--- config.mk ---
export PLATFORM = sky130hd
export DESIGN_NAME = byte_frame_receiver_unit
export DESIGN_NICKNAME = d
export VERILOG_FILES = /design/src/sv/bfr_pkg.sv /design/src/sv/bfr_fsm.sv /design/src/sv/byte_frame_receiver_unit.sv
export VERILOG_INCLUDE_DIRS = /design/src /design/src/sv
export SDC_FILE = /design/constraint.sdc
export NUM_CORES = 1
export LEC_CHECK = 0
export ABC_AREA = 1
export BUFFER_PORTS_ARGS = -buffer_cell sky130_fd_sc_hd__buf_2
export CAP_MARGIN = 10
export CORE_MARGIN = 10
export CORE_UTILIZATION = 39
export DETAILED_ROUTE_END_ITERATION = 7
export PLACE_DENSITY = 0.56
export SYNTH_ARGS = -nofsm -noshare
export SYNTH_HDL_FRONTEND = slang
export SYNTH_SLANG_ARGS = --single-unit
--- constraint.sdc ---
create_clock -name i_clk -period 9.7 [get_ports i_clk]
set_input_delay 0.485 -clock i_clk [delete_from_list [all_inputs] [get_ports i_clk]]
set_output_delay 0.485 -clock i_clk [all_outputs]
set_load 0.005 [all_outputs]
--- src/sv/assert_macros.svh ---
// ----------------------------------------------------------------------------
// Assertion macros
// Shared concurrent assertion forms, clocked on i_clk, off during reset.
// ----------------------------------------------------------------------------
`ifndef ASSERT_MACROS_SVH
`define ASSERT_MACROS_SVH

// Plain property check
`define ASSERT_ALWAYS(lbl, prop, msg) \
    lbl: assert property (@(posedge i_clk) disable iff (!i_rst_n) (prop)) else $error(msg);

// Same-cycle implication
`define ASSERT_IMPL(lbl, ante, cons, msg) \
    lbl: assert property (@(posedge i_clk) disable iff (!i_rst_n) (ante) |-> (cons)) else $error(msg);

// Next-cycle implication
`define ASSERT_NEXT(lbl, ante, cons, msg) \
    lbl: assert property (@(posedge i_clk) disable iff (!i_rst_n) (ante) |=> (cons)) else $error(msg);

`endif

--- src/sv/bfr_pkg.sv ---
// ----------------------------------------------------------------------------
// bfr_pkg
// Types, codes and reset values shared by the byte frame receiver.
// ----------------------------------------------------------------------------
package bfr_pkg;

    // Default time stamp width
    localparam int TIME_WIDTH_DEF = 32;

    // Configuration register indexes
    localparam logic [2:0] CFG_START_BYTE  = 3'd0;
    localparam logic [2:0] CFG_END_BYTE    = 3'd1;
    localparam logic [2:0] CFG_MAX_PAYLOAD = 3'd2;
    localparam logic [2:0] CFG_GAP_LIMIT   = 3'd3;
    localparam logic [2:0] CFG_FRAME_LIMIT = 3'd4;

    // Configuration reset values
    localparam logic [7:0]  RST_START_BYTE  = 8'd170;
    localparam logic [7:0]  RST_END_BYTE    = 8'd85;
    localparam logic [7:0]  RST_MAX_PAYLOAD = 8'd64;
    localparam logic [31:0] RST_GAP_LIMIT   = 32'd10;
    localparam logic [31:0] RST_FRAME_LIMIT = 32'd100;

    // Receiver phase, also reported as status
    typedef enum logic [3:0] {
        PH_HUNT   = 4'd0,
        PH_START2 = 4'd1,
        PH_LEN    = 4'd2,
        PH_DATA   = 4'd3,
        PH_CHECK  = 4'd4,
        PH_END1   = 4'd5,
        PH_END2   = 4'd6,
        PH_DONE   = 4'd7,
        PH_ERROR  = 4'd8
    } t_phase;

    // Error codes
    typedef enum logic [2:0] {
        ERR_NONE   = 3'd0,
        ERR_GAP    = 3'd1,
        ERR_FRAME  = 3'd2,
        ERR_START  = 3'd3,
        ERR_LENGTH = 3'd4,
        ERR_CHECK  = 3'd5,
        ERR_END    = 3'd6
    } t_err;

    // Configuration register set
    typedef struct packed {
        logic [7:0]  start_byte;
        logic [7:0]  end_byte;
        logic [7:0]  max_payload;
        logic [31:0] gap_limit;
        logic [31:0] frame_limit;
    } t_cfg;

    // One result item
    typedef struct packed {
        t_phase      status;
        t_err        error_code;
        logic        payload_valid;
        logic [7:0]  payload_index;
        logic        check_valid;
        logic [7:0]  byte_out;
        logic [7:0]  frame_length;
    } t_result;

endpackage

--- src/sv/bfr_fsm.sv ---
// ----------------------------------------------------------------------------
// bfr_fsm
// Frame state machine: timeout checks, phase sequencing, payload count and
// running XOR. Result for the presented item is combinational; state moves
// on i_step.
// ----------------------------------------------------------------------------
module bfr_fsm #(
    parameter int TIME_WIDTH = bfr_pkg::TIME_WIDTH_DEF
) (
    input  logic              i_clk,
    input  logic              i_rst_n,
    input  logic              i_step,
    input  logic              i_action,
    input  logic [7:0]        i_data_byte,
    input  logic [31:0]       i_now_time,
    input  bfr_pkg::t_cfg     i_cfg,
    output bfr_pkg::t_result  o_result
);

    // Compare width covers both the stamp difference and the 32-bit limits
    localparam int CMP_W = (TIME_WIDTH > 32) ? TIME_WIDTH : 32;

    bfr_pkg::t_phase        r_phase, n_phase;
    bfr_pkg::t_err          r_error, n_error;
    logic [TIME_WIDTH-1:0]  r_last_stamp, n_last_stamp;
    logic [TIME_WIDTH-1:0]  r_start_stamp, n_start_stamp;
    logic [7:0]             r_expected, n_expected;
    logic [7:0]             r_received, n_received;
    logic [7:0]             r_xor, n_xor;

    logic [TIME_WIDTH-1:0]  now_t;
    logic [TIME_WIDTH-1:0]  gap_diff;
    logic [TIME_WIDTH-1:0]  frame_diff;
    logic                   gap_over;
    logic                   frame_over;

    // Time stamp cut or widened to the stamp width; wrap-around differences
    assign now_t      = TIME_WIDTH'(i_now_time);
    assign gap_diff   = now_t - r_last_stamp;
    assign frame_diff = now_t - r_start_stamp;
    assign gap_over   = CMP_W'(gap_diff) > CMP_W'(i_cfg.gap_limit);
    assign frame_over = CMP_W'(frame_diff) > CMP_W'(i_cfg.frame_limit);

    // State registers
    always_ff @(posedge i_clk) begin
        if (!i_rst_n) begin
            r_phase       <= bfr_pkg::PH_HUNT;
            r_error       <= bfr_pkg::ERR_NONE;
            r_last_stamp  <= '0;
            r_start_stamp <= '0;
            r_expected    <= '0;
            r_received    <= '0;
            r_xor         <= '0;
        end else if (i_step) begin
            r_phase       <= n_phase;
            r_error       <= n_error;
            r_last_stamp  <= n_last_stamp;
            r_start_stamp <= n_start_stamp;
            r_expected    <= n_expected;
            r_received    <= n_received;
            r_xor         <= n_xor;
        end
    end

    // Next state and result
    always_comb begin
        n_phase       = r_phase;
        n_error       = r_error;
        n_last_stamp  = r_last_stamp;
        n_start_stamp = r_start_stamp;
        n_expected    = r_expected;
        n_received    = r_received;
        n_xor         = r_xor;

        o_result               = '0;
        o_result.status        = bfr_pkg::PH_HUNT;
        o_result.error_code    = bfr_pkg::ERR_NONE;

        if (i_action) begin
            // restart: all state back to hunting
            n_phase       = bfr_pkg::PH_HUNT;
            n_error       = bfr_pkg::ERR_NONE;
            n_last_stamp  = '0;
            n_start_stamp = '0;
            n_expected    = '0;
            n_received    = '0;
            n_xor         = '0;
        end else if (r_phase != bfr_pkg::PH_HUNT && gap_over) begin
            n_phase = bfr_pkg::PH_ERROR;
            n_error = bfr_pkg::ERR_GAP;
        end else if (r_phase != bfr_pkg::PH_HUNT && frame_over) begin
            n_phase = bfr_pkg::PH_ERROR;
            n_error = bfr_pkg::ERR_FRAME;
        end else begin
            n_last_stamp = now_t;
            case (r_phase)
                bfr_pkg::PH_HUNT: begin
                    if (i_data_byte == i_cfg.start_byte) begin
                        n_phase       = bfr_pkg::PH_START2;
                        n_start_stamp = now_t;
                    end
                end
                bfr_pkg::PH_START2: begin
                    if (i_data_byte == i_cfg.start_byte) begin
                        n_phase = bfr_pkg::PH_LEN;
                    end else begin
                        n_phase = bfr_pkg::PH_ERROR;
                        n_error = bfr_pkg::ERR_START;
                    end
                end
                bfr_pkg::PH_LEN: begin
                    if (i_data_byte == 8'd0 || i_data_byte > i_cfg.max_payload) begin
                        n_phase = bfr_pkg::PH_ERROR;
                        n_error = bfr_pkg::ERR_LENGTH;
                    end else begin
                        n_expected = i_data_byte;
                        n_received = '0;
                        n_xor      = '0;
                        n_phase    = bfr_pkg::PH_DATA;
                    end
                end
                bfr_pkg::PH_DATA: begin
                    o_result.payload_valid = 1'b1;
                    o_result.payload_index = r_received;
                    o_result.byte_out      = i_data_byte;
                    n_received             = r_received + 8'd1;
                    n_xor                  = r_xor ^ i_data_byte;
                    if (n_received >= r_expected) begin
                        n_phase = bfr_pkg::PH_CHECK;
                    end
                end
                bfr_pkg::PH_CHECK: begin
                    // byte is echoed even on mismatch
                    o_result.check_valid = 1'b1;
                    o_result.byte_out    = i_data_byte;
                    if (i_data_byte != r_xor) begin
                        n_phase = bfr_pkg::PH_ERROR;
                        n_error = bfr_pkg::ERR_CHECK;
                    end else begin
                        n_error = bfr_pkg::ERR_NONE;
                        n_phase = bfr_pkg::PH_END1;
                    end
                end
                bfr_pkg::PH_END1: begin
                    if (i_data_byte == i_cfg.end_byte) begin
                        n_phase = bfr_pkg::PH_END2;
                    end else begin
                        n_phase = bfr_pkg::PH_ERROR;
                        n_error = bfr_pkg::ERR_END;
                    end
                end
                bfr_pkg::PH_END2: begin
                    if (i_data_byte == i_cfg.end_byte) begin
                        n_error = bfr_pkg::ERR_NONE;
                        n_phase = bfr_pkg::PH_DONE;
                    end else begin
                        n_phase = bfr_pkg::PH_ERROR;
                        n_error = bfr_pkg::ERR_END;
                    end
                end
                default: begin
                    // done and error hold here; only the stamp moves
                end
            endcase
        end

        o_result.status       = n_phase;
        o_result.error_code   = n_error;
        o_result.frame_length = n_expected;
    end

endmodule

--- src/sv/byte_frame_receiver_unit.sv ---
// ----------------------------------------------------------------------------
// byte_frame_receiver_unit
// Framed byte stream receiver with timeouts and XOR check.
// ----------------------------------------------------------------------------
// Use:
//   Input channel (i_in_valid / o_in_ready) carries one item per byte: an
//   action bit (0 process byte, 1 restart), the byte and its time stamp.
//   Output channel (o_out_valid / i_out_ready) returns exactly one result
//   item per input item: phase, error code, payload/check echo and length.
//   Configuration channel (i_cfg_valid / o_cfg_ready) writes the start and
//   end byte values, maximum length and the two time limits; write only
//   while no item is in flight. It is always ready.
// Pipeline and throughput:
//   An item is held in the input register, then the frame state machine
//   updates and its result is captured in the output register. One item
//   per cycle sustained while the output is not stalled; the state update
//   of one item feeds the next in the cycle after, through the state
//   machine registers.
// Reset: synchronous, clears both pipeline stages, the frame state and
//   reloads the configuration defaults.
// Stall: while a result waits and i_out_ready is low the output register
//   holds, the input register fills, and o_in_ready drops until taken.
// ----------------------------------------------------------------------------
`include "assert_macros.svh"

module byte_frame_receiver_unit #(
    parameter int TIME_WIDTH = bfr_pkg::TIME_WIDTH_DEF
) (
    input  logic         i_clk,
    input  logic         i_rst_n,
    // configuration
    input  logic         i_cfg_valid,
    output logic         o_cfg_ready,
    input  logic [2:0]   i_cfg_index,
    input  logic [31:0]  i_cfg_data,
    // input items
    input  logic         i_in_valid,
    output logic         o_in_ready,
    input  logic         i_action,
    input  logic [7:0]   i_data_byte,
    input  logic [31:0]  i_now_time,
    // result items
    output logic         o_out_valid,
    input  logic         i_out_ready,
    output logic [3:0]   o_status,
    output logic [2:0]   o_error_code,
    output logic         o_payload_valid,
    output logic [7:0]   o_payload_index,
    output logic         o_check_valid,
    output logic [7:0]   o_byte_out,
    output logic [7:0]   o_frame_length
);

    bfr_pkg::t_cfg     r_cfg;
    logic              r_s1_valid;
    logic              r_s1_action;
    logic [7:0]        r_s1_byte;
    logic [31:0]       r_s1_time;
    logic              r_out_valid;
    bfr_pkg::t_result  r_out;
    bfr_pkg::t_result  fsm_result;
    logic              s1_adv;
    logic              in_acc;

    // Configuration registers
    assign o_cfg_ready = 1'b1;

    always_ff @(posedge i_clk) begin
        if (!i_rst_n) begin
            r_cfg.start_byte  <= bfr_pkg::RST_START_BYTE;
            r_cfg.end_byte    <= bfr_pkg::RST_END_BYTE;
            r_cfg.max_payload <= bfr_pkg::RST_MAX_PAYLOAD;
            r_cfg.gap_limit   <= bfr_pkg::RST_GAP_LIMIT;
            r_cfg.frame_limit <= bfr_pkg::RST_FRAME_LIMIT;
        end else if (i_cfg_valid) begin
            case (i_cfg_index)
                bfr_pkg::CFG_START_BYTE:  r_cfg.start_byte  <= i_cfg_data[7:0];
                bfr_pkg::CFG_END_BYTE:    r_cfg.end_byte    <= i_cfg_data[7:0];
                bfr_pkg::CFG_MAX_PAYLOAD: r_cfg.max_payload <= i_cfg_data[7:0];
                bfr_pkg::CFG_GAP_LIMIT:   r_cfg.gap_limit   <= i_cfg_data;
                bfr_pkg::CFG_FRAME_LIMIT: r_cfg.frame_limit <= i_cfg_data;
                default: begin
                end
            endcase
        end
    end

    // Pipeline handshake
    assign s1_adv     = r_s1_valid && (!r_out_valid || i_out_ready);
    assign o_in_ready = !r_s1_valid || s1_adv;
    assign in_acc     = i_in_valid && o_in_ready;

    // Input register
    always_ff @(posedge i_clk) begin
        if (!i_rst_n) begin
            r_s1_valid <= 1'b0;
        end else if (o_in_ready) begin
            r_s1_valid <= i_in_valid;
        end
    end

    always_ff @(posedge i_clk) begin
        if (in_acc) begin
            r_s1_action <= i_action;
            r_s1_byte   <= i_data_byte;
            r_s1_time   <= i_now_time;
        end
    end

    // Frame state machine
    bfr_fsm #(
        .TIME_WIDTH (TIME_WIDTH)
    ) u_fsm (
        .i_clk       (i_clk),
        .i_rst_n     (i_rst_n),
        .i_step      (s1_adv),
        .i_action    (r_s1_action),
        .i_data_byte (r_s1_byte),
        .i_now_time  (r_s1_time),
        .i_cfg       (r_cfg),
        .o_result    (fsm_result)
    );

    // Output register
    always_ff @(posedge i_clk) begin
        if (!i_rst_n) begin
            r_out_valid <= 1'b0;
        end else if (s1_adv) begin
            r_out_valid <= 1'b1;
        end else if (i_out_ready) begin
            r_out_valid <= 1'b0;
        end
    end

    always_ff @(posedge i_clk) begin
        if (s1_adv) begin
            r_out <= fsm_result;
        end
    end

    assign o_out_valid     = r_out_valid;
    assign o_status        = r_out.status;
    assign o_error_code    = r_out.error_code;
    assign o_payload_valid = r_out.payload_valid;
    assign o_payload_index = r_out.payload_index;
    assign o_check_valid   = r_out.check_valid;
    assign o_byte_out      = r_out.byte_out;
    assign o_frame_length  = r_out.frame_length;

    // Checks
    `ASSERT_NEXT(a_restart_hunts, s1_adv && r_s1_action, o_out_valid && o_status == bfr_pkg::PH_HUNT && o_error_code == bfr_pkg::ERR_NONE, "restart item did not return to hunting")
    `ASSERT_IMPL(a_err_matches_phase, o_out_valid, (o_status == bfr_pkg::PH_ERROR) == (o_error_code != bfr_pkg::ERR_NONE), "error code disagrees with status")
    `ASSERT_IMPL(a_one_echo, o_out_valid, !(o_payload_valid && o_check_valid), "payload and check echo both set")
    `ASSERT_NEXT(a_s1_held, r_s1_valid && !s1_adv, r_s1_valid, "stalled item dropped from input register")

endmodule
==> results of run 1 <==
-- placed cells by master, fill, tap and decap left out, drive strengths merged, types with 10 or more instances in the layout --
cell / n
nand4: 27
nor3: 21
nand3: 66
clkbuf: 47
xor2: 55
edfxtp: 74
a21oi: 264
nand2: 333
ha: 143
buf: 123
o21ai: 197
o21a: 10
nor2: 194
inv: 302
dfxtp: 185
xnor2: 32
a21o: 10
-- where the power goes --
part	leakage [µW]	switching, µW	internal, µW
Clock	0.000547	495	791
Sequential	0.00223	36.5	1180
Combinational	0.00491	497	278
Total	0.00768	1030	2240
-- cells by family (layout without fill, tap and decap cells) --
kind of cell / Yosys count / in the layout
XOR/XNOR: 87 / 87
buffers and inverters: 369 / 486
other: 1 / 1
AND/OR/NAND/NOR: 660 / 660
adder cells (fa/ha/maj): 145 / 145
flip-flops: 259 / 259
AO/OA/AOI/OAI: 508 / 508
-- final cells by class --
type / count / area share (%)
clock buffers: 47 / 5.35
clock inverters: 15 / 1.18
inverters: 301 / 6.43
multi-input cells: 1401 / 46.0
flip-flops and latches: 259 / 33.7
well taps: 518 / 3.69
repair buffers: 123 / 3.63
-- registers in the layout, summed over array words and instances, names as in the netlist, 8 cells and up --
signal	flops
r_cfg	88
r_s1_time	32
u_fsm.r_last_stamp	32
u_fsm.r_start_stamp	32
o_byte_out	8
o_frame_length	8
o_payload_index	8
r_s1_byte	8
u_fsm.r_expected	8
u_fsm.r_received	8
u_fsm.r_xor	8
-- critical path, stage by stage, from the launching register on --
cell	delay (ps)
edfxtp_1	360
inv_1	100
ha_1	190
inv_1	90
fa_1	410
nand3_1	90
nand2_1	100
a21oi_2	310
o21ai_2	160
a21oi_1	290
o21ai_0	310
nand3_1	220
nand2_1	70
nand2_1	60
nand2_1	80
ha_1	280
nand2_1	60
nor2_1	130
nand4_1	140
nor2_1	260
a21oi_2	130
nand3_2	180
nand3_4	530
nor2_4	750
nand2_1	110
nand2_1	90
nor2_1	50
-- cell usage after synthesis, types with 5 or more instances --
library cell / number
dfxtp_1: 185
o211ai_1: 6
nand4_1: 27
nand3_1: 63
o21ai_0: 176
nor3_1: 17
clkbuf_1: 36
inv_1: 296
a21oi_1: 262
o21a_1: 10
xor2_1: 55
buf_2: 10
a31oi_1: 6
o21bai_1: 5
nor4_1: 9
o21ai_1: 18
nand2_1: 331
buf_4: 5
a21o_1: 10
ha_1: 143
xnor2_1: 32
edfxtp_1: 74
nor2_1: 187
buf_1: 5
buf_6: 8
-- worst max path at each step --
stage | from | to | slack, ps | cells after the start
after floorplan | r_s1_time[0] | o_byte_out[0] | 6030 | 26
after global placement | r_s1_time[0] | u_fsm.r_received[1] | 4120 | 26
after detailed placement | r_s1_time[0] | u_fsm.r_received[4] | 4040 | 26
after CTS | r_s1_time[0] | u_fsm.r_received[4] | 4030 | 26
after global routing | r_s1_time[0] | u_fsm.r_received[4] | 3540 | 26
final | r_s1_time[0] | u_fsm.r_received[4] | 4040 | 26
-- routing by layer --
layer  track usage (%)  part of all wire, %  up-vias
met3              2.87                  5.7       86
met4              6.99                  2.9        0
li1                  -                    -     6883
met5                 0                    0        -
met2              30.8                   45      398
met1              25.1                   47     6356
-- per-stage QoR --
step	hold slack, ps	util (%)	std cells	instance area, µm²	power [µW]
6_report	109	45.1	2664	17600	3270
5_1_grt	93.2	45.1	2664	17600	3470
4_1_cts	83.7	45.1	2664	17600	3300
3_5_place_dp	454	42.2	2602	16400	2000
3_3_place_gp	445	42.2	2602	16400	2000
2_1_floorplan	433	-	2029	15500	1780
==> summary.txt, run 1 <==
Logic synthesis
  • Post-Syn Nets: 2255
  • Adder-cell share of the synthesized area: 11.8%
  • Synth Instances: between 2000 and 2500
  • Yosys top cell by area: dfxtp_1
  • Top_reg_cell synth: dfxtp_1
  • Post-synthesis compound-gate area fraction: 17.3%
  • Syn avg cell area: around 7.6 µm²
  • Post-synth cell types: 50
  • Post-synth ARST share: 0%
  • EDFF count, synth: 74
  • Mux cell area share after synthesis: 0%
  • Seq/Total Area, Yosys: between 30% and 40%
  • Post-Synth Simple-Gate Area: a little under a fifth
  • Yosys warning count: 0
  • #FFs+latches synth: 259
  • Mapped Area: 15500 µm²
  • Area contributors post-synth: dfxtp_1 24%, edfxtp_1 14%, ha_1 12%, a21oi_1 8.5%, nand2_1 8.0%
  • Synth Area in XOR/XNOR: under 10%
  • Yosys top cell area share: 23.9%
  • Largest family of logic cells by synthesized area: simple AND/OR/NAND/NOR gates

STA
  • Fmax: 177 MHz
  • Tcrit/Tclk final: 58.4%
  • Setup TNS: 0 ps
  • Fin. Hold Viols: 0
  • Worst-case headroom to the max-slew limit: 32.4%
  • Final min period: 5660 ps
  • Setup WS post-layout: around 4000 ps
  • Worst-Margin Slew: approximately 1000 ps
  • Worst Skew: 24.5 ps
  • RSZ-0062 raised after global routing: false
  • Final Max Slew Viols: 0
  • Final setup viols: 0

Worst setup path
  • Startpoint types: register
  • Crit path max fanout: 55
  • Critical path type: reg -> reg
  • R2R depth: 26
  • Reg2Reg Setup Slack: 4040 ps
  • R2r startpoint: r_s1_time[0]
  • WP data required: 10140 ps
  • CP endpoint kind: register
  • RR Endpoint: u_fsm.r_received[4]
  • Worst EP arrival: between 6000 and 7000 ps

Clocking
  • CTS Buf Count: 34
  • Reg clk slew, reported paths: ~60 ps
  • Clk_lat worst skew: around 560 ps
  • Cts hold-fix bufs: 0
  • Post-CTS Setup Bufs: 0
  • CTS tree: built
  • CTS H-tree depth: 2
  • Cts repair resizes: 0
  • Longest Clk Path Bufs: 3
  • Sink Count: 259
  • Root Buffer: clkbuf_16

Detailed routing
  • DRC violations left: 0
  • Via density per instance: 5.15
  • Via Count: 13700
  • Pre-Repair DR Iteration Count: 5
  • DRT Wirelength: between 40000 and 50000 µm
  • Initial DRC count: 982
  • Wirelength per Cell: 17.3 µm
  • Routed Antenna Nets: 0

Worst hold path
  • HP Class: in -> reg
  • Worst Hold Depth: 1
  • Worst Hold Endpoint: r_s1_time[16]
  • Hold path start: i_now_time[16]

Finish
  • Final #Nets: 2346
  • Fill cells: 4012
  • ANT cells: 0
  • Register Area: 5930 µm²
  • Layout cell share with drive strength beyond 1: 9.60%
  • Synth-to-Final Area Change: 13.5%
  • Multi-input logic area: 8080 µm²

Floorplanning
  • Core footprint: 38900 µm²
  • Chip height: roughly 220 µm
  • Num rows: 72
  • Die ar.: 48100 µm²
  • Top-Level Pins: 117
  • Initial core utilization: 39.8%
  • Die X: roughly 220 µm

Pwr
  • P per Cell Area: approximately 190 nW/µm²
  • Peak VDD IR: 0.0996 mV
  • Leak pwr: 0.00768 µW

Flow run
  • Max-Cap Viols: 0

GRT
  • First-pass GRT wire length: 72300 µm
  • Gr usage total: a little under a fifth
  • Remaining Overflow, GRT: 0
  • Largest net degree at the start of global routing: roughly 110
  • Antenna violations before repair: 1
  • Vias in the first global route: 13200

Placed design
  • I/O Buffers: 115
  • Routability congestion estimate: 0.915
  • Pre-CTS WS: 4040 ps
  • Dpl hpwl: 34500 µm

Outcome
  • Status: completed
(Power assumes the default switching activity.)
==> inputs of run 2 (changes only) <==
Settings changed: ABC_AREA 1 to 0, PLACE_DENSITY 0.56 to 0.58.
Clock period 9.7 ns to 4.6 ns, I/O delays scaled along.
==> run 2 against run 1 <==
The run now ends with setup timing left. Sequential power increased by 100%. Combinational power increased by 35%. Critical path depth increased by 1. Clock power increased by 81%. Critical endpoint is now u_fsm.r_last_stamp[22]. Largest power group is now sequential cells. Highest routed layer unchanged.
==> summary.txt, run 2 <==
Outcome
  • Status: finished, violations left
  • Failing checks: setup timing

Pwr
  • Flop pwr share: between 40% and 50%
  • Comb pwr share: 18.0%
  • Pint: 4250 µW
  • P per Cell Area: 297 nW/µm²
  • Clock Power Share: 39.9%
  • Peak VDD IR: 0.258 mV
  • Net Sw Power: 1600 µW
  • Design Power: 5850 µW
  • Sw frac: 27.3%
  • Leak pwr: roughly 0.0078 µW

Clocking
  • CTS Buf Count: 30
  • Sink Count: 259
  • Clk_lat worst skew: 580 ps
  • Reg clk slew, reported paths: about 60 ps
  • Root Buffer: clkbuf_16
  • Longest Clk Path Bufs: 3
  • CTS tree: built
  • CTS H-tree depth: 1

Worst setup path
  • Reg2Reg Setup Slack: -820 ps
  • CP endpoint kind: register
  • RR Endpoint: u_fsm.r_last_stamp[22]
  • R2R depth: 27
  • R2r startpoint: r_s1_time[0]
  • Startpoint types: register
  • WP data required: approximately 5000 ps
  • Crit path max fanout: 8
  • Worst setup path start: r_s1_time[0]
  • Critical path type: reg -> reg
  • Worst EP arrival: about 5900 ps

Detailed routing
  • Wirelength per Cell: 17.2 µm
  • DRT Wirelength: ~45000 µm
  • Pre-Repair DR Iteration Count: 5
  • DRC violations left: 0
  • Via Count: 13400
  • Routed Antenna Nets: 0
  • Via density per instance: 5.11
  • Initial DRC count: 888

STA
  • Setup WS post-layout: -823 ps
  • Final Max Slew Viols: 0
  • RSZ-0062 raised after global routing: true
  • Worst Skew: 23.0 ps
  • Fmax: 184 MHz
  • Final setup viols: 96
  • Tcrit/Tclk final: 118%
  • Worst-Margin Slew: 1020 ps
  • Worst-case headroom to the max-slew limit: around a third
  • Setup TNS: -70840 ps
  • Final min period: 5420 ps
  • Fin. Hold Viols: 0

GRT
  • Remaining Overflow, GRT: 0
  • First-pass GRT wire length: 71200 µm
  • Gr usage total: 18.5%
  • Antenna violations before repair: 0
  • Vias in the first global route: 13300
  • Largest net degree at the start of global routing: 80

Placed design
  • Pre-CTS WS: -835 ps
  • Dpl hpwl: 31800 µm
  • Routability congestion estimate: 0.916
  • I/O Buffers: about 120
  • Placed cell areas: 17500 µm²

Logic synthesis
  • #FFs+latches synth: 259
  • Yosys warning count: 0
  • Syn avg cell area: 8.71 µm²
  • Area contributors post-synth: dfxtp_1 24%, edfxtp_1 15%, ha_1 12%, nand2_1 6.9%, a21boi_0 5.6%
  • Synth Instances: 1740
  • Yosys top cell by area: dfxtp_1
  • Yosys top cell area share: 24.4%
  • Cell with the most instances after synthesis: nand2_1
  • Post-Syn Nets: 1966
  • Mapped Area: 15200 µm²
  • Post-synth ARST share: 0%
  • Most frequent cells after synthesis: 277 x nand2_1, 185 x dfxtp_1, 163 x inv_1
  • EDFF count, synth: 74
  • Seq/Total Area, Yosys: 39.1%
  • Top_reg_cell synth: dfxtp_1
  • Post-synth cell types: 75

Floorplanning
  • Die ar.: 47100 µm²
  • Initial core utilization: about two fifths
  • Die X: 217 µm
  • Num rows: 72
  • Top-Level Pins: between 100 and 150
  • Chip height: approximately 220 µm
  • Core footprint: 38600 µm²

Finish
  • Commonest non-fill, non-tap cells in the layout: 277 x nand2_1, 185 x dfxtp_1, 184 x buf_4
  • Commonest non-fill, non-tap cell in the layout: nand2_1
  • Final #Nets: 2310
  • Fin area: 19700 µm²
  • Layout cell share with drive strength beyond 1: 19.8%
  • Max FFs per register: 88
  • Biggest register: r_cfg
  • Synth-to-Final Area Change: 30.0%
  • ANT cells: 0

Worst hold path
  • Worst Hold Endpoint: r_cfg[69]
  • Worst Hold Depth: 4
  • HP Class: in -> reg
  • Hold path start: i_cfg_index[0]

Flow run
  • Max-Cap Viols: 0
==> run 2: worst max-delay path: stages, from the launching register on <==
cell and delay (ps):
edfxtp_1 400, inv_2 80, buf_6 90, ha_4 120, inv_2 40, fa_2 360, a211oi_2 230, nor2_1 80
o21a_1 180, o211a_1 240, a211o_1 310, a21o_1 170, a21o_4 220, o211ai_1 220, a31oi_1 150, xor2_1 170
ha_1 310, nand4_1 160, nor2_1 60, a22o_1 250, a2111oi_4 240, o21bai_2 130, o211ai_4 310, nand3_4 140
nor3b_4 240, buf_6 170, buf_12 140, a22o_1 140
==> run 2: what timing repair did <==
item | 4_1_cts | 5_1_grt
hold buffers | 75 | 0
buffers inserted | 9 | 8
gates resized for setup | 23 | 29
setup endpoints to repair | 96 | 96
pin swaps | 5 | 13
endpoints found under the hold margin | 127 | 0
cloned | 2 | 2
==> run 2: per-stage QoR <==
step	util, %	hold WS (ps)	std cells
2_1_floorplan	-	329	1740
3_3_place_gp	45.5	406	2475
3_5_place_dp	45.5	408	2475
4_1_cts	50.4	112	2615
5_1_grt	51.1	169	2625
6_report	51.1	132	2625
==> run 2: cell families after synthesis <==
kind of cell	Yosys count	synth area share (%)
AND/OR/NAND/NOR	547	16.7
AO/OA/AOI/OAI	455	20.6
flip-flops	259	39.1
buffers and inverters	241	6.13
adder cells (fa/ha/maj)	145	12.1
XOR/XNOR	85	4.91
multiplexers	7	0.462
other	1	0.0247
==> run 2: layout make-up <==
class | count | area (µm²)
repair buffers | 387 | 2920
fillers | 3693 | 18900
well taps | 518 | 648
clock inverters | 16 | 159
inverters | 165 | 619
clock buffers | 39 | 795
flip-flops and latches | 259 | 5930
multi-input cells | 1241 | 8630
==> run 2: worst max path at each step <==
stage / endpoint / slack [ps] / cells past startpoint
after global routing: u_fsm.r_last_stamp[12] / -1030 / 25
after global placement: o_byte_out[6] / -800 / 25
after CTS: o_byte_out[7] / -780 / 25
after detailed placement: u_fsm.r_expected[6] / -830 / 25
after floorplan: u_fsm.r_expected[1] / -480 / 26
final: u_fsm.r_last_stamp[22] / -820 / 27
==> run 2: routing by layer <==
metal	wire, µm	track usage (%)	part of all wire, %	vias up
li1	-	-	-	6784
met1	20300	23.8	45	6269
met2	21200	30.9	47	286
met3	2160	2.91	4.8	67
met4	1360	6.27	3.0	0
met5	0	0	0	-
==> run 2: power groups by stage <==
| stage | logic, µW | registers, µW | clock network, µW |
|---|---|---|---|
| floorplan | 585 | 2490 | 0 |
| global placement | 951 | 2510 | 0 |
| detailed placement | 964 | 2510 | 0 |
| CTS | 1030 | 2460 | 2390 |
| global route | 1180 | 2470 | 2490 |
| finish | 1050 | 2460 | 2330 |
==> inputs of run 3 (changes only) <==
Settings changed: PLACE_DENSITY 0.58 to 0.56.
Clock period 4.6 ns to 6.4 ns, I/O delays scaled along.
==> run 3 against run 2 <==
Non-clock buffer count shrank 190. Die area is the same. The flow now finishes without violations. Sequential power shrank 28%.
==> summary.txt, run 3 (synthesis gave the netlist of run 2 again) <==
Floorplanning
  • Die ar.: 47100 µm²
  • Top-Level Pins: 117
  • Die X: 217 µm
  • Chip height: 217 µm
  • Num rows: 72
  • Core footprint: just under 40000 µm²
  • Initial core utilization: 39.3%

Finish
  • ANT cells: 0
  • Core Util, Final: between 40% and 50%
  • Biggest register: r_cfg
  • Commonest non-fill, non-tap cells in the layout: 277 x nand2_1, 185 x dfxtp_1, 163 x inv_1
  • Register Area: 5930 µm²
  • Commonest non-fill, non-tap cell in the layout: nand2_1
  • Multi-input logic area: 8330 µm²
  • Fill cells: 3799
  • Synth-to-Final Area Change: 18.4%
  • Max FFs per register: 88
  • Layout cell share with drive strength beyond 1: between 10% and 20%
  • Fin cells: 2435
  • Final #Nets: 2119

STA
  • Final min period: 5920 ps
  • Setup TNS: 0 ps
  • Fin. Hold Viols: 0
  • Fmax: 169 MHz
  • Worst Skew: 23.8 ps
  • RSZ-0062 raised after global routing: false
  • Worst-Margin Slew: ~1000 ps
  • Final Max Slew Viols: 0
  • Final setup viols: 0
  • Worst-case headroom to the max-slew limit: 30.5%
  • Tcrit/Tclk final: 92.6%
  • Setup WS post-layout: 476 ps

Detailed routing
  • Routed Antenna Nets: 0
  • Pre-Repair DR Iteration Count: 7
  • Via Count: 12600
  • Via density per instance: 5.16
  • DRC violations left: 0
  • Initial DRC count: 971
  • DRT Wirelength: 41600 µm
  • Wirelength per Cell: 17.1 µm

Worst setup path
  • Critical path type: reg -> reg
  • Worst EP arrival: approximately 6400 ps
  • WP data required: approximately 7000 ps
  • CP endpoint kind: register
  • Startpoint types: register
  • Crit path max fanout: 17

Clocking
  • Sink Count: 259
  • Reg clk slew, reported paths: 60 ps
  • CTS tree: built
  • Cts repair resizes: 0
  • Longest Clk Path Bufs: 3
  • Clk_lat worst skew: 580 ps
  • CTS Buf Count: 30
  • Post-CTS Setup Bufs: 0
  • CTS H-tree depth: 1
  • Root Buffer: clkbuf_16

GRT
  • Remaining Overflow, GRT: 0
  • Vias in the first global route: approximately 12000
  • First-pass GRT wire length: around 66000 µm
  • Largest net degree at the start of global routing: 99
  • Gr usage total: 17.3%
  • Antenna violations before repair: 1

Pwr
  • Clock Power Share: 43.3%
  • Peak VDD IR: 0.161 mV
  • Pint: 3100 µW
  • Flop pwr share: a little over two fifths
  • P per Cell Area: approximately 230 nW/µm²
  • Net Sw Power: 1120 µW
  • Comb pwr share: 14.6%
  • Leak pwr: 0.00691 µW
  • Sw frac: 26.5%

Outcome
  • Status: completed

Worst hold path
  • HP Class: in -> reg

Placed design
  • Routability congestion estimate: between 0.8 and 0.9
  • I/O Buffers: 115
  • Dpl hpwl: 30000 µm
  • Post-Place Cells: 2330
  • Pre-CTS WS: 518 ps

Flow run
  • Max-Cap Viols: 0
[run 3: cell types whose count changed in the layout (fill, tap and decap cells not counted), moves of 8 or more]
| cell | before | now |
|---|---|---|
| a22oi_1 | 0 | 8 |
| a22oi_2 | 8 | 0 |
| buf_4 | 184 | 30 |
| buf_6 | 9 | 0 |
| clkbuf_1 | 8 | 0 |
| dlygate4sd3_1 | 75 | 49 |
[run 3: final timing paths]
kind	start	to	slack (ps)	depth (start not counted)
worst min-delay path	i_cfg_data[12]	r_cfg[44]	20	3
worst max-delay path	r_s1_time[0]	u_fsm.r_last_stamp[13]	480	25
worst min register to register	u_fsm.r_start_stamp[4]	u_fsm.r_start_stamp[4]	460	2
worst max register to register	r_s1_time[0]	u_fsm.r_last_stamp[13]	480	25
[run 3: routing by layer]
metal | global-route usage (%) | vias up | share of wire [%]
met5 | 0 | - | 0.041
met4 | 4.38 | 2 | 2.0
met2 | 28.7 | 249 | 46
met3 | 2.45 | 53 | 4.5
met1 | 23.1 | 5867 | 47
li1 | - | 6398 | -
[run 3: cell type report]
type                            instances  share of cell area, %
Multi-Input combinational cell       1240                   46.4
Sequential cell                       259                   33.0
Timing Repair Buffer                  197                   7.61
Clock buffer                           33                   4.41
Tap cell                              518                   3.61
Inverter                              165                   3.45
Clock inverter                         23                   1.49
[run 3: critical path, stage by stage, from the launching register on]
cell	delay, ps
edfxtp_1	420
inv_1	110
ha_1	180
inv_1	60
fa_1	410
a211oi_1	220
nor2_1	100
o21a_1	230
o211a_1	290
a211o_1	290
a21o_1	160
a21o_1	220
a211oi_1	330
o21ai_0	180
xnor2_1	150
ha_1	290
nand4_1	110
nor4_1	370
nand3_1	140
or4_1	430
o211ai_2	80
buf_4	200
nand3_2	140
nor3b_4	370
buf_12	210
a22o_1	150
[run 3: repair_timing]
| action | 4_1_cts | 5_1_grt |
|---|---|---|
| hold endpoints to repair | 49 | 0 |
| hold buffers | 49 | 0 |
| endpoints found under the setup margin | 0 | 0 |
[run 3: power groups by stage]
stage               clock network, µW  registers, µW  logic (µW)
floorplan                           0           1790         415
global placement                    0           1810         582
detailed placement                  0           1810         591
CTS                              1880           1780         618
global route                     1940           1780         696
finish                           1820           1780         616
[run 3: per-stage QoR]
stage	hold slack [ps]	power (µW)	instance area [µm²]
detailed placement	455	2400	16400
finish	23.9	4220	17900
floorplan	419	2200	15200
global placement	450	2390	16400
CTS	0.0489	4270	17900
global route	16.6	4410	17900
